$ cat src/design/ffa_pkg.sv
// shared types, sizes and codes of the first-free id allocator
package ffa_pkg;

    // map geometry
    localparam int ID_SLOTS = 1024;
    localparam int ID_W     = 16;
    localparam int WORD_W   = 32;
    localparam int BIT_W    = $clog2(WORD_W);
    localparam int WORDS    = (ID_SLOTS + WORD_W - 1) / WORD_W;
    localparam int WORD_AW  = (WORDS > 1) ? $clog2(WORDS) : 1;
    localparam int SLOT_AW  = WORD_AW + BIT_W;

    // configuration port
    localparam int CFG_IDX_W = 2;
    localparam logic [CFG_IDX_W-1:0] REG_LOWEST  = 2'd0;
    localparam logic [CFG_IDX_W-1:0] REG_HIGHEST = 2'd1;
    localparam logic [ID_W-1:0] LOWEST_RST  = 16'd100;
    localparam logic [ID_W-1:0] HIGHEST_RST = 16'd1000;

    // operation codes
    localparam logic KIND_ALLOC   = 1'b0;
    localparam logic KIND_RELEASE = 1'b1;

    // status codes
    localparam logic [1:0] ST_OK    = 2'd0;
    localparam logic [1:0] ST_FULL  = 2'd1;
    localparam logic [1:0] ST_RANGE = 2'd2;

    typedef struct packed {
        logic            kind;
        logic [ID_W-1:0] release_id;
    } t_req;

    typedef struct packed {
        logic [1:0]      status;
        logic [ID_W-1:0] granted_id;
    } t_rsp;

    // word scanner control and result
    typedef struct packed {
        logic             is_last;
        logic [BIT_W-1:0] last_bit;
    } t_scan_ctl;

    typedef struct packed {
        logic             found;
        logic [BIT_W-1:0] idx;
    } t_scan_res;

endpackage

$ cat src/design/ffa_map_ram.sv
// used-bit map storage, one word per row, rows read as free until written
module ffa_map_ram import ffa_pkg::*; (
    input  logic               i_clk,
    input  logic               i_rst_n,
    input  logic [WORD_AW-1:0] i_rd_addr,
    input  logic               i_wr_en,
    input  logic [WORD_AW-1:0] i_wr_addr,
    input  logic [WORD_W-1:0]  i_wr_data,
    output logic [WORD_W-1:0]  o_rd_data
);

    logic [WORD_W-1:0] r_mem [WORDS];
    logic [WORDS-1:0]  r_row_vld;
    logic [WORD_W-1:0] r_rd_q;
    logic              r_rd_vld;

    // array write and registered read
    always_ff @(posedge i_clk) begin
        if (i_wr_en) begin
            r_mem[i_wr_addr] <= i_wr_data;
        end
        r_rd_q <= r_mem[i_rd_addr];
    end

    // row valid bits, cleared by reset so the map starts all free
    always_ff @(posedge i_clk) begin
        if (!i_rst_n) begin
            r_row_vld <= '0;
            r_rd_vld  <= 1'b0;
        end else begin
            if (i_wr_en) begin
                r_row_vld[i_wr_addr] <= 1'b1;
            end
            r_rd_vld <= r_row_vld[i_rd_addr];
        end
    end

    assign o_rd_data = r_rd_vld ? r_rd_q : '0;

endmodule

$ cat src/design/ffa_scan_unit.sv
// find-first-free bit of one map word, bounded by the last usable slot
module ffa_scan_unit import ffa_pkg::*; (
    input  logic [WORD_W-1:0] i_word,
    input  t_scan_ctl         i_ctl,
    output t_scan_res         o_res
);

    logic [WORD_W-1:0] w_free;

    // free bits that lie inside the usable range
    always_comb begin
        for (int b = 0; b < WORD_W; b++) begin
            w_free[b] = !i_word[b] &&
                        (!i_ctl.is_last || (BIT_W'(b) <= i_ctl.last_bit));
        end
    end

    // lowest set bit wins
    always_comb begin
        o_res = '0;
        for (int b = WORD_W - 1; b >= 0; b--) begin
            if (w_free[b]) begin
                o_res.found = 1'b1;
                o_res.idx   = BIT_W'(b);
            end
        end
    end

endmodule

$ cat src/design/first_free_id_allocator_unit.sv
// top level: id allocator sequencer, configuration and result register
// Bitmap id allocator. An allocate transaction returns the lowest free id in
// [lowest_id, highest_id] (capped at ID_SLOTS ids) and marks it used; a
// release transaction frees one id or reports out of range. The map sits in
// a 32-bit-wide RAM and one shared word scanner walks it one word per cycle,
// so an allocate reads the words up to the first free bit (at most 32 for
// 1024 slots); a release reads and rewrites one word, and an empty range or
// an out-of-range release skips the map. The block takes one transaction
// at a time; the result sits in an output register, so the next transaction
// is taken while an earlier result still waits. Reset frees all ids at once
// through per-row valid bits, with no clearing pass.
module first_free_id_allocator_unit import ffa_pkg::*; (
    input  logic                 i_clk,
    input  logic                 i_rst_n,
    input  logic                 i_in_valid,
    output logic                 o_in_ready,
    input  t_req                 i_in_data,
    output logic                 o_out_valid,
    input  logic                 i_out_ready,
    output t_rsp                 o_out_data,
    input  logic                 i_cfg_we,
    input  logic [CFG_IDX_W-1:0] i_cfg_index,
    input  logic [ID_W-1:0]      i_cfg_wdata
);

    typedef enum logic [5:0] {
        S_IDLE  = 6'b000001,
        S_AREAD = 6'b000010,
        S_SCAN  = 6'b000100,
        S_RREAD = 6'b001000,
        S_RMOD  = 6'b010000,
        S_OUT   = 6'b100000
    } t_state;

    t_state             r_state, n_state;
    logic [ID_W-1:0]    r_lowest, r_highest;
    logic [WORD_AW-1:0] r_word, n_word;
    logic [WORD_AW-1:0] r_last_word, n_last_word;
    logic [BIT_W-1:0]   r_last_bit, n_last_bit;
    logic [BIT_W-1:0]   r_rel_bit, n_rel_bit;
    t_rsp               r_res, n_res;
    logic               r_o_valid;
    t_rsp               r_o_data;

    logic [WORD_AW-1:0] w_rd_addr;
    logic               w_wr_en;
    logic [WORD_W-1:0]  w_wr_data;
    logic [WORD_W-1:0]  w_rd_data;
    t_scan_ctl          w_scan_ctl;
    t_scan_res          w_scan_res;
    logic [ID_W:0]      w_diff, w_off, w_last_slot;
    logic [SLOT_AW-1:0] w_slot_last, w_off_slot, w_grant_slot;
    logic               w_empty, w_rel_ok;
    logic               w_out_free;

    ffa_map_ram u_map (
        .i_clk     (i_clk),
        .i_rst_n   (i_rst_n),
        .i_rd_addr (w_rd_addr),
        .i_wr_en   (w_wr_en),
        .i_wr_addr (r_word),
        .i_wr_data (w_wr_data),
        .o_rd_data (w_rd_data)
    );

    assign w_scan_ctl.is_last  = (r_word == r_last_word);
    assign w_scan_ctl.last_bit = r_last_bit;

    ffa_scan_unit u_scan (
        .i_word (w_rd_data),
        .i_ctl  (w_scan_ctl),
        .o_res  (w_scan_res)
    );

    // scan bound and release check, taken at accept time
    assign w_empty     = (r_highest < r_lowest);
    assign w_diff      = {1'b0, r_highest} - {1'b0, r_lowest};
    assign w_last_slot = (w_diff > (ID_W+1)'(ID_SLOTS - 1)) ?
                         (ID_W+1)'(ID_SLOTS - 1) : w_diff;
    assign w_slot_last = w_last_slot[SLOT_AW-1:0];
    assign w_off       = {1'b0, i_in_data.release_id} - {1'b0, r_lowest};
    assign w_off_slot  = w_off[SLOT_AW-1:0];
    assign w_rel_ok    = (i_in_data.release_id >= r_lowest) &&
                         (i_in_data.release_id <= r_highest) &&
                         (w_off < (ID_W+1)'(ID_SLOTS));
    assign w_grant_slot = {r_word, w_scan_res.idx};
    assign w_out_free   = !r_o_valid || i_out_ready;

    assign o_in_ready = (r_state == S_IDLE);

    // sequencer
    always_comb begin
        n_state     = r_state;
        n_word      = r_word;
        n_last_word = r_last_word;
        n_last_bit  = r_last_bit;
        n_rel_bit   = r_rel_bit;
        n_res       = r_res;
        w_rd_addr   = r_word;
        w_wr_en     = 1'b0;
        w_wr_data   = w_rd_data;
        case (r_state)
            S_IDLE: begin
                if (i_in_valid) begin
                    n_res = '0;
                    if (i_in_data.kind == KIND_ALLOC) begin
                        n_word      = '0;
                        n_last_word = w_slot_last[SLOT_AW-1:BIT_W];
                        n_last_bit  = w_slot_last[BIT_W-1:0];
                        if (w_empty) begin
                            n_res.status = ST_FULL;
                            n_state      = S_OUT;
                        end else begin
                            n_state = S_AREAD;
                        end
                    end else if (w_rel_ok) begin
                        n_word    = w_off_slot[SLOT_AW-1:BIT_W];
                        n_rel_bit = w_off_slot[BIT_W-1:0];
                        n_state   = S_RREAD;
                    end else begin
                        n_res.status = ST_RANGE;
                        n_state      = S_OUT;
                    end
                end
            end
            S_AREAD: begin
                n_state = S_SCAN;
            end
            S_SCAN: begin
                // read of the next word runs alongside the scan of this one
                w_rd_addr = WORD_AW'(r_word + 1'b1);
                if (w_scan_res.found) begin
                    w_wr_en   = 1'b1;
                    w_wr_data = w_rd_data | (WORD_W'(1) << w_scan_res.idx);
                    n_res.status     = ST_OK;
                    n_res.granted_id = r_lowest + ID_W'(w_grant_slot);
                    n_state          = S_OUT;
                end else if (w_scan_ctl.is_last) begin
                    n_res.status = ST_FULL;
                    n_state      = S_OUT;
                end else begin
                    n_word = WORD_AW'(r_word + 1'b1);
                end
            end
            S_RREAD: begin
                n_state = S_RMOD;
            end
            S_RMOD: begin
                w_wr_en      = 1'b1;
                w_wr_data    = w_rd_data & ~(WORD_W'(1) << r_rel_bit);
                n_res.status = ST_OK;
                n_state      = S_OUT;
            end
            S_OUT: begin
                if (w_out_free) begin
                    n_state = S_IDLE;
                end
            end
            default: begin
                n_state = S_IDLE;
            end
        endcase
    end

    // control state and configuration
    always_ff @(posedge i_clk) begin
        if (!i_rst_n) begin
            r_state   <= S_IDLE;
            r_o_valid <= 1'b0;
            r_lowest  <= LOWEST_RST;
            r_highest <= HIGHEST_RST;
        end else begin
            r_state <= n_state;
            if (r_state == S_OUT && w_out_free) begin
                r_o_valid <= 1'b1;
            end else if (i_out_ready) begin
                r_o_valid <= 1'b0;
            end
            if (i_cfg_we && i_cfg_index == REG_LOWEST) begin
                r_lowest <= i_cfg_wdata;
            end
            if (i_cfg_we && i_cfg_index == REG_HIGHEST) begin
                r_highest <= i_cfg_wdata;
            end
        end
    end

    // payload registers
    always_ff @(posedge i_clk) begin
        r_word      <= n_word;
        r_last_word <= n_last_word;
        r_last_bit  <= n_last_bit;
        r_rel_bit   <= n_rel_bit;
        r_res       <= n_res;
        if (r_state == S_OUT && w_out_free) begin
            r_o_data <= r_res;
        end
    end

    assign o_out_valid = r_o_valid;
    assign o_out_data  = r_o_data;

    // a taken transaction drops ready until its result is queued
    a_busy_after_accept: assert property (@(posedge i_clk) disable iff (!i_rst_n)
        (i_in_valid && o_in_ready) |=> !o_in_ready)
        else $error("ready stayed high after a transaction was taken");

    // the scan never walks past the last usable word
    a_scan_bounded: assert property (@(posedge i_clk) disable iff (!i_rst_n)
        (r_state == S_SCAN) |-> (r_word <= r_last_word))
        else $error("map scan ran past the usable range");

    // only a successful allocate carries an id
    a_grant_zero: assert property (@(posedge i_clk) disable iff (!i_rst_n)
        (o_out_valid && o_out_data.status != ST_OK) |-> (o_out_data.granted_id == '0))
        else $error("failed transaction returned a nonzero id");

endmodule

$ cat config.mk
export PLATFORM = sky130hd
export DESIGN_NAME = first_free_id_allocator_unit
export DESIGN_NICKNAME = d
export VERILOG_FILES = /design/src/design/ffa_pkg.sv /design/src/design/ffa_map_ram.sv /design/src/design/ffa_scan_unit.sv /design/src/design/first_free_id_allocator_unit.sv
export SDC_FILE = /design/constraint.sdc
export NUM_CORES = 1
export LEC_CHECK = 0
export BUFFER_PORTS_ARGS = -buffer_cell sky130_fd_sc_hd__buf_4
export CAP_MARGIN = 15
export CORE_AREA = 2 2 294 296
export DETAILED_ROUTE_END_ITERATION = 10
export DIE_AREA = 0 0 296 298
export PLACE_DENSITY = 0.85
export SLEW_MARGIN = 20
export SYNTH_ARGS = -nofsm -noshare
export SYNTH_HDL_FRONTEND = slang
export SYNTH_SLANG_ARGS = --single-unit
$ cat constraint.sdc
create_clock -name i_clk -period 6.9 [get_ports i_clk]
set_clock_uncertainty 0.15 [all_clocks]
set_input_delay 0.69 -clock i_clk [delete_from_list [all_inputs] [get_ports i_clk]]
set_output_delay 0.69 -clock i_clk [all_outputs]
set_load 0.01 [all_outputs]
## Word level (Yosys, flattened, before mapping)

Memories as Yosys holds them, arrays and structs flattened. A register that Yosys moved wholly into a read port is not among the register bits.
Cells that the tools add are included.
W data, S select, Z words.

- Add/sub/neg operators: 4
- Multiplexer cells: 69
- Bitwise operators: 5
- Eq/ne operators: 15
- Reductions and logical operators: 115
- Order comparisons: 40
- Shift operators: 2

Operators with widths:

| kind | count |
|---|---|
| $mux W6 | 39 |
| $le A5 B5 Y1 const A | 16 |
| $mux W32 | 2 |
| $or A32 B32 Y32 | 2 |
| $pmux W32 S2 | 1 |
| $shl A1 B5 Y32 const A | 2 |
| $le A4 B5 Y1 const A | 8 |
| $logic_and A1 B1 Y1 | 38 |
| $pmux W6 S6 | 1 |
| $logic_not A1 Y1 | 34 |
| $sub A16 B16 Y17 | 2 |
| $logic_or A1 B1 Y1 | 33 |
| $and A32 B32 Y32 | 1 |
| $not A32 Y32 | 1 |
| $pmux W16 S2 | 1 |
| $mux W5 | 6 |
| $le A3 B5 Y1 const A | 4 |
| $mux W18 | 1 |
| $gt A17 B10 Y1 const B | 1 |
| $lt A17 B11 Y1 const B | 1 |
| $add A16 B10 Y16 | 1 |
| $ge A16 B16 Y1 | 1 |
| $le A16 B16 Y1 | 1 |
| $lt A16 B16 Y1 | 1 |
| other kinds (32) | 52 |

- Memories kept: 1
- Logic and storage cells: 265
- RAM bits: 1024
- Flip-flop bits (word level): 128
- Input bits: 40

Memory list:

| name | words | bits a word | read ports | clocked after Yosys merged registers in | write ports | RTL line | RTL |
|---|---|---|---|---|---|---|---|
| u_map.r_mem | 32 | 32 | 1 | 1 | 1 | ffa_map_ram.sv:12 | `logic [WORD_W-1:0] r_mem [WORDS];` |

## Depth between registers and ports, before layout

- Word-level depth: 40
- Mapped depth: 23

## Modules after synthesis

From an unflattened synthesis, not the netlist that was laid out.

- Cell total of the unflattened synthesis: 2580
- Area total of the unflattened synthesis: 48530.3 um2

Modules (own cells, without submodules):

| module | cells each | instances | area each (um2) |
|---|---|---|---|
| ffa_map_ram | 1661 | 1 | 40940.5 |
| first_free_id_allocator_unit | 744 | 1 | 6551.3 |
| ffa_scan_unit | 175 | 1 | 1038.5 |

## Worst setup path after synthesis

No wires, ideal clock.

- Path type: register to register
- Start point: reg r_last_bit[2]
- End point: reg r_res[12] (netlist bit), data pin
- Required time: 6.603 ns
- Setup time: 0.147 ns
- Path buffers: 1
- Data arrival time: 4.504 ns
- Stages on the path, launching flop included: 22
- Slack: 2.099 ns
- Path through: edfxtp_1 > or3_1 > clkbuf_1 > a211o_1 > or3_1 > a22oi_1 > o2111ai_1 > a211oi_1 > nor3_1 > nand3_1 > inv_1 > ha_1 > fa_1 > a21o_1 > a21oi_1 > o21bai_1 > a21oi_1 > o21bai_1 > a21oi_1 > o21ai_0 > a31o_2 > a21oi_1

- Longest elaborated chain between the ends: 38

Ends and longest elaborated chain:

| what | RTL line | RTL |
|---|---|---|
| start: declaration | first_free_id_allocator_unit.sv:39 | `logic [BIT_W-1:0] r_last_bit, n_last_bit;` |
| start signal: assignment | first_free_id_allocator_unit.sv:192 | `r_last_bit <= n_last_bit;` |
| $le A5 B5 Y1 | ffa_scan_unit.sv:14 | `(!i_ctl.is_last \|\| (BIT_W'(b) <= i_ctl.last_bit));` |
| $logic_or A1 B1 Y1 | ffa_scan_unit.sv:14 |  |
| $logic_and A1 B1 Y1 | ffa_scan_unit.sv:13 | `w_free[b] = !i_word[b] &&` |
| $mux W6 (31 in series) | ffa_scan_unit.sv:22 | `if (w_free[b]) begin` |
| $mux W6 * | ffa_scan_unit.sv:22 |  |
| $add A16 B10 Y16 * | first_free_id_allocator_unit.sv:136 | `n_res.granted_id = r_lowest + ID_W'(w_grant_slot);` |
| $mux W16 * | first_free_id_allocator_unit.sv:132 | `if (w_scan_res.found) begin` |
| $pmux W16 S2 * | first_free_id_allocator_unit.sv:102 | `case (r_state)` |
| end signal: assignment | first_free_id_allocator_unit.sv:194 | `r_res <= n_res;` |
| end: declaration | first_free_id_allocator_unit.sv:41 | `t_rsp r_res, n_res;` |

Mark *: on every way between the ends. The rest lies on a longest branch, timed or not. The select of a mux whose other input is x is not followed.
A chain may end at the register's enable or synchronous reset.

## Worst setup path in the final report

- Start point: reg r_word[3]
- End point: reg r_res[11] (netlist bit), data pin

- Longest elaborated chain between the ends: 39

Ends and longest elaborated chain:

| what | RTL line | RTL |
|---|---|---|
| start: declaration | first_free_id_allocator_unit.sv:37 | `logic [WORD_AW-1:0] r_word, n_word;` |
| start signal: assignment | first_free_id_allocator_unit.sv:190 | `r_word <= n_word;` |
| $eq A5 B5 Y1 | first_free_id_allocator_unit.sv:66 | `assign w_scan_ctl.is_last = (r_word == r_last_word);` |
| $logic_not A1 Y1 | ffa_scan_unit.sv:14 |  |
| $logic_or A1 B1 Y1 | ffa_scan_unit.sv:14 |  |
| $logic_and A1 B1 Y1 | ffa_scan_unit.sv:13 |  |
| $mux W6 (32 in series) | ffa_scan_unit.sv:22 |  |
| $add A16 B10 Y16 * | first_free_id_allocator_unit.sv:136 |  |
| $mux W16 * | first_free_id_allocator_unit.sv:132 |  |
| $pmux W16 S2 * | first_free_id_allocator_unit.sv:102 |  |

Marks and branches as above.

==> metrics.md <==
| Metric | Value |
|---|---|
| Outcome | `finished, final reports clean` |
| Syn avg cell area | `between 15 and 20 um2` |
| H-tree levels | `3` |
| Starting density of the core | `0.576` |
| Worst Hold Class | `in2reg` |
| Post-DP HPWL | `73,100 um` |
| Cells after DPL | `roughly 3,800` |
| Die X | `between 200 and 300 um` |
| Drt total wl | `about 130,000 um` |
| Final Critical Period | `~6100 ps` |
| Quantity of I/O buffers inserted on ports | `approximately 60` |
| GP Congestion | `between 0.9 and 1` |
| Grt ovf | `0` |
| Crit path cell chain | `xor2_2 > nor4_1 > and3_1 > a22oi_1 > o311ai_0 > a41oi_1 > nor3_1 > ha_1 > a21o_1 > a21oi_1 > o21bai_1 > a21oi_1 > o21bai_1 > a211oi_1 > o31ai_1 > a211oi_1 > a31o_2` |
| Register bit total from synthesis | `about 1,200` |
| Fillers | `5,486` |
| Die area | `88,200 um2` |
| RSZ-0062 raised after global routing | `no` |
| Syn Inst Count | `about 2,600` |
| Post-DR wirelength/cell | `33.4 um` |
| Top cell type by total area after synthesis | `edfxtp_1` |
| Vias in the first global route | `27,799` |
| Setup_tns | `0 ps` |
| CTS clk-pin slew, worst paths | `roughly 60 ps` |
| DR iter-0 viols | `3,656` |
| Pin count of the biggest net entering global routing | `around 150` |
| Max stage delay on crit path | `just under 800 ps` |
| Synth warnings | `0` |
| ANT nets after route | `0` |
| DP Area | `~51,000 um2` |
| Sequential Area | `roughly 35,000 um2` |
| Initial antenna violation count | `0` |
| Metal-1 WL | `49,500 um` |
| Worst slew pin tran | `1060 ps` |
| Setup violators final | `0` |
| Number of inserted diodes | `0` |
| Clk buf depth | `3` |
| Die Y | `between 200 and 300 um` |
| Post-synth net total | `approximately 2,700` |
| Layout cells sized above 1 | `0.272` |
| Yosys cell types | `89` |
| Post-route cell area | `55,200 um2` |
| Root Buffer | `clkbuf_16` |
| Synth-to-layout area growth | `12.9%` |
| Hold_ws | `~100 ps` |
| Ratio of final minimum period to clock period | `0.889` |
| Final Power | `~15,000 uW` |
| GRT Total Usage | `0.308` |
| Core ar. | `84,900 um2` |
| Final Hold Vio Count | `0` |
| Routed met2 length | `66,500 um` |
| Clk sink count | `1,184` |
| Max-Cap Viols | `0` |
| Static Leak | `between 0.015 and 0.02 uW` |
| # IOs | `60` |
| Async set or reset register ratio after synthesis | `0` |
| Final non-filler cell total | `~4,000` |
| Post-synth EDFFs | `1,080` |
| Rel. slew slack | `0.293` |
| Data arrival time of the critical path | `6540 ps` |
| DR vias/cell | `6.88` |
| Multi-input gate area | `14,200 um2` |
| CTS tree | `yes` |
| Worst-Skew Late Latency | `720 ps` |
| Critical-path top delay cell | `edfxtp_1` |
| CP Capture Type | `flop` |
| Ys flop type | `edfxtp_1` |
| CTS Buf Count | `111` |
| Worst Setup Start Kind | `flop` |
| Maximum VDD drop | `~0.28 mV` |
| Power density cells | `~280 nW/um2` |
| Critical path class | `reg2reg` |
| First-pass GRT wire length | `194,000 um` |
| Cell area after synthesis | `48,900 um2` |
| Max Used Layer | `met4` |
| Rows | `107` |
| 1st-pass router iterations | `5` |
| Final Slew Violations | `0` |
| Worst-path fanout max | `14` |
| Detailed-route DRC error count | `0` |
| Sequential element share of the synthesized area | `0.706` |
| Count leader, synth | `edfxtp_1` |
| Via count | `around 28,000` |
| Post-synth top area share | `0.664` |
| Post-CTS Setup Bufs | `0` |
| NumNets Final | `2,864` |
| Area contributors post-synth | `edfxtp_1 (66%), mux4_2 (15%), dfxtp_1 (4.3%)` |
| Post-CTS resize count | `0` |
| Achievable Freq | `~160 MHz` |
| Cts-stage hold buffer count | `0` |
| Commonest cells post-synth | `edfxtp_1 (1,080), mux4_2 (330), nand2_1 (150), dfxtp_1 (104), nor2_1 (103)` |
| Met3 Wirelength | `12,100 um` |
| CP Data Required Time | `roughly 7300 ps` |
-- final cells by class --
type / instances / area share
Clock buffer: 158 / 0.0563
Clock inverter: 54 / 0.00973
Inverter: 54 / 0.00367
Multi-Input combinational cell: 1263 / 0.257
Sequential cell: 1184 / 0.625
Tap cell: 1144 / 0.0259
Timing Repair Buffer: 145 / 0.0219
-- layer usage --
layer	up-vias	track usage
li1	11047	-
met1	14376	0.418
met2	1779	0.500
met3	340	0.0536
met4	0	0.130
met5	-	0
-- state kept, by name, indices dropped and copies added (netlist names) --
signal	cells
o_out_data	18
r_word	5
o_out_valid	1
u_map.r_rd_q	32
r_rel_bit	5
r_highest	16
u_map.r_rd_vld	1
u_map.r_row_vld	32
r_last_bit	5
r_lowest	16
r_state	6
r_res	18
u_map.r_mem	1024
r_last_word	5
-- layout by cell type (no fill, tap or decap), types with 17 or more instances in the layout --
cell type,synthesis,layout
edfxtp_1,1080,1080
mux4_2,330,330
nand2_1,150,150
buf_4,4,132
clkbuf_16,0,112
dfxtp_1,104,103
a21oi_1,77,77
nor2_1,103,72
o21ai_0,77,72
ha_1,62,62
inv_1,54,54
mux2_2,34,34
clkbuf_1,71,33
nor2_4,0,31
o211ai_1,25,25
nand2b_1,22,22
xnor2_1,22,20
nand3_1,18,18
clkinv_2,0,18
nor3_1,17,17
-- worst max-delay path, delay by kind of cell, from the launching register on --
kind                       cells  cell delay, ps
and+or+nand+nor                3            1670
AOI/OAI and AO/OA             12            2740
xor gates and xnor gates       1             310
DFF                            1             770
adders and majority gates      1             370
-- final timing paths --
path / startpoint / end / slack, ps / cells after the start
setup / recovery: r_word[3] / r_res[11] / 770 / 17
hold / removal: i_cfg_wdata[8] / r_highest[8] / 100 / 3
setup reg to reg: r_word[3] / r_res[11] / 770 / 17
hold reg to reg: r_res[0] / o_out_data[0] / 250 / 0
-- power breakdown --
group,leakage [uW],internal (uW),total [uW],switching [uW]
registers,0.0126,7790,7890,98.9
clock network,0.00177,3410,6120,2700
logic,0.00535,634,1400,768
total,0.0197,11800,15400,3570
-- cell families after synthesis --
| group | share of synthesized area |
|---|---|
| flops | 0.706 |
| simple gates | 0.0431 |
| mux | 0.161 |
| compound gates | 0.0508 |
| buf+inv | 0.0152 |
| fa+ha+maj | 0.0171 |
| xor+xnor | 0.00661 |
-- per-stage QoR --
stage,utilization,setup WS (ps)
floorplan,-,2100
global placement,0.605,865
detailed placement,0.605,719
CTS,0.648,613
global route,0.650,337
finish,0.650,768
No activity file was read; power rests on OpenSTA's default activity.
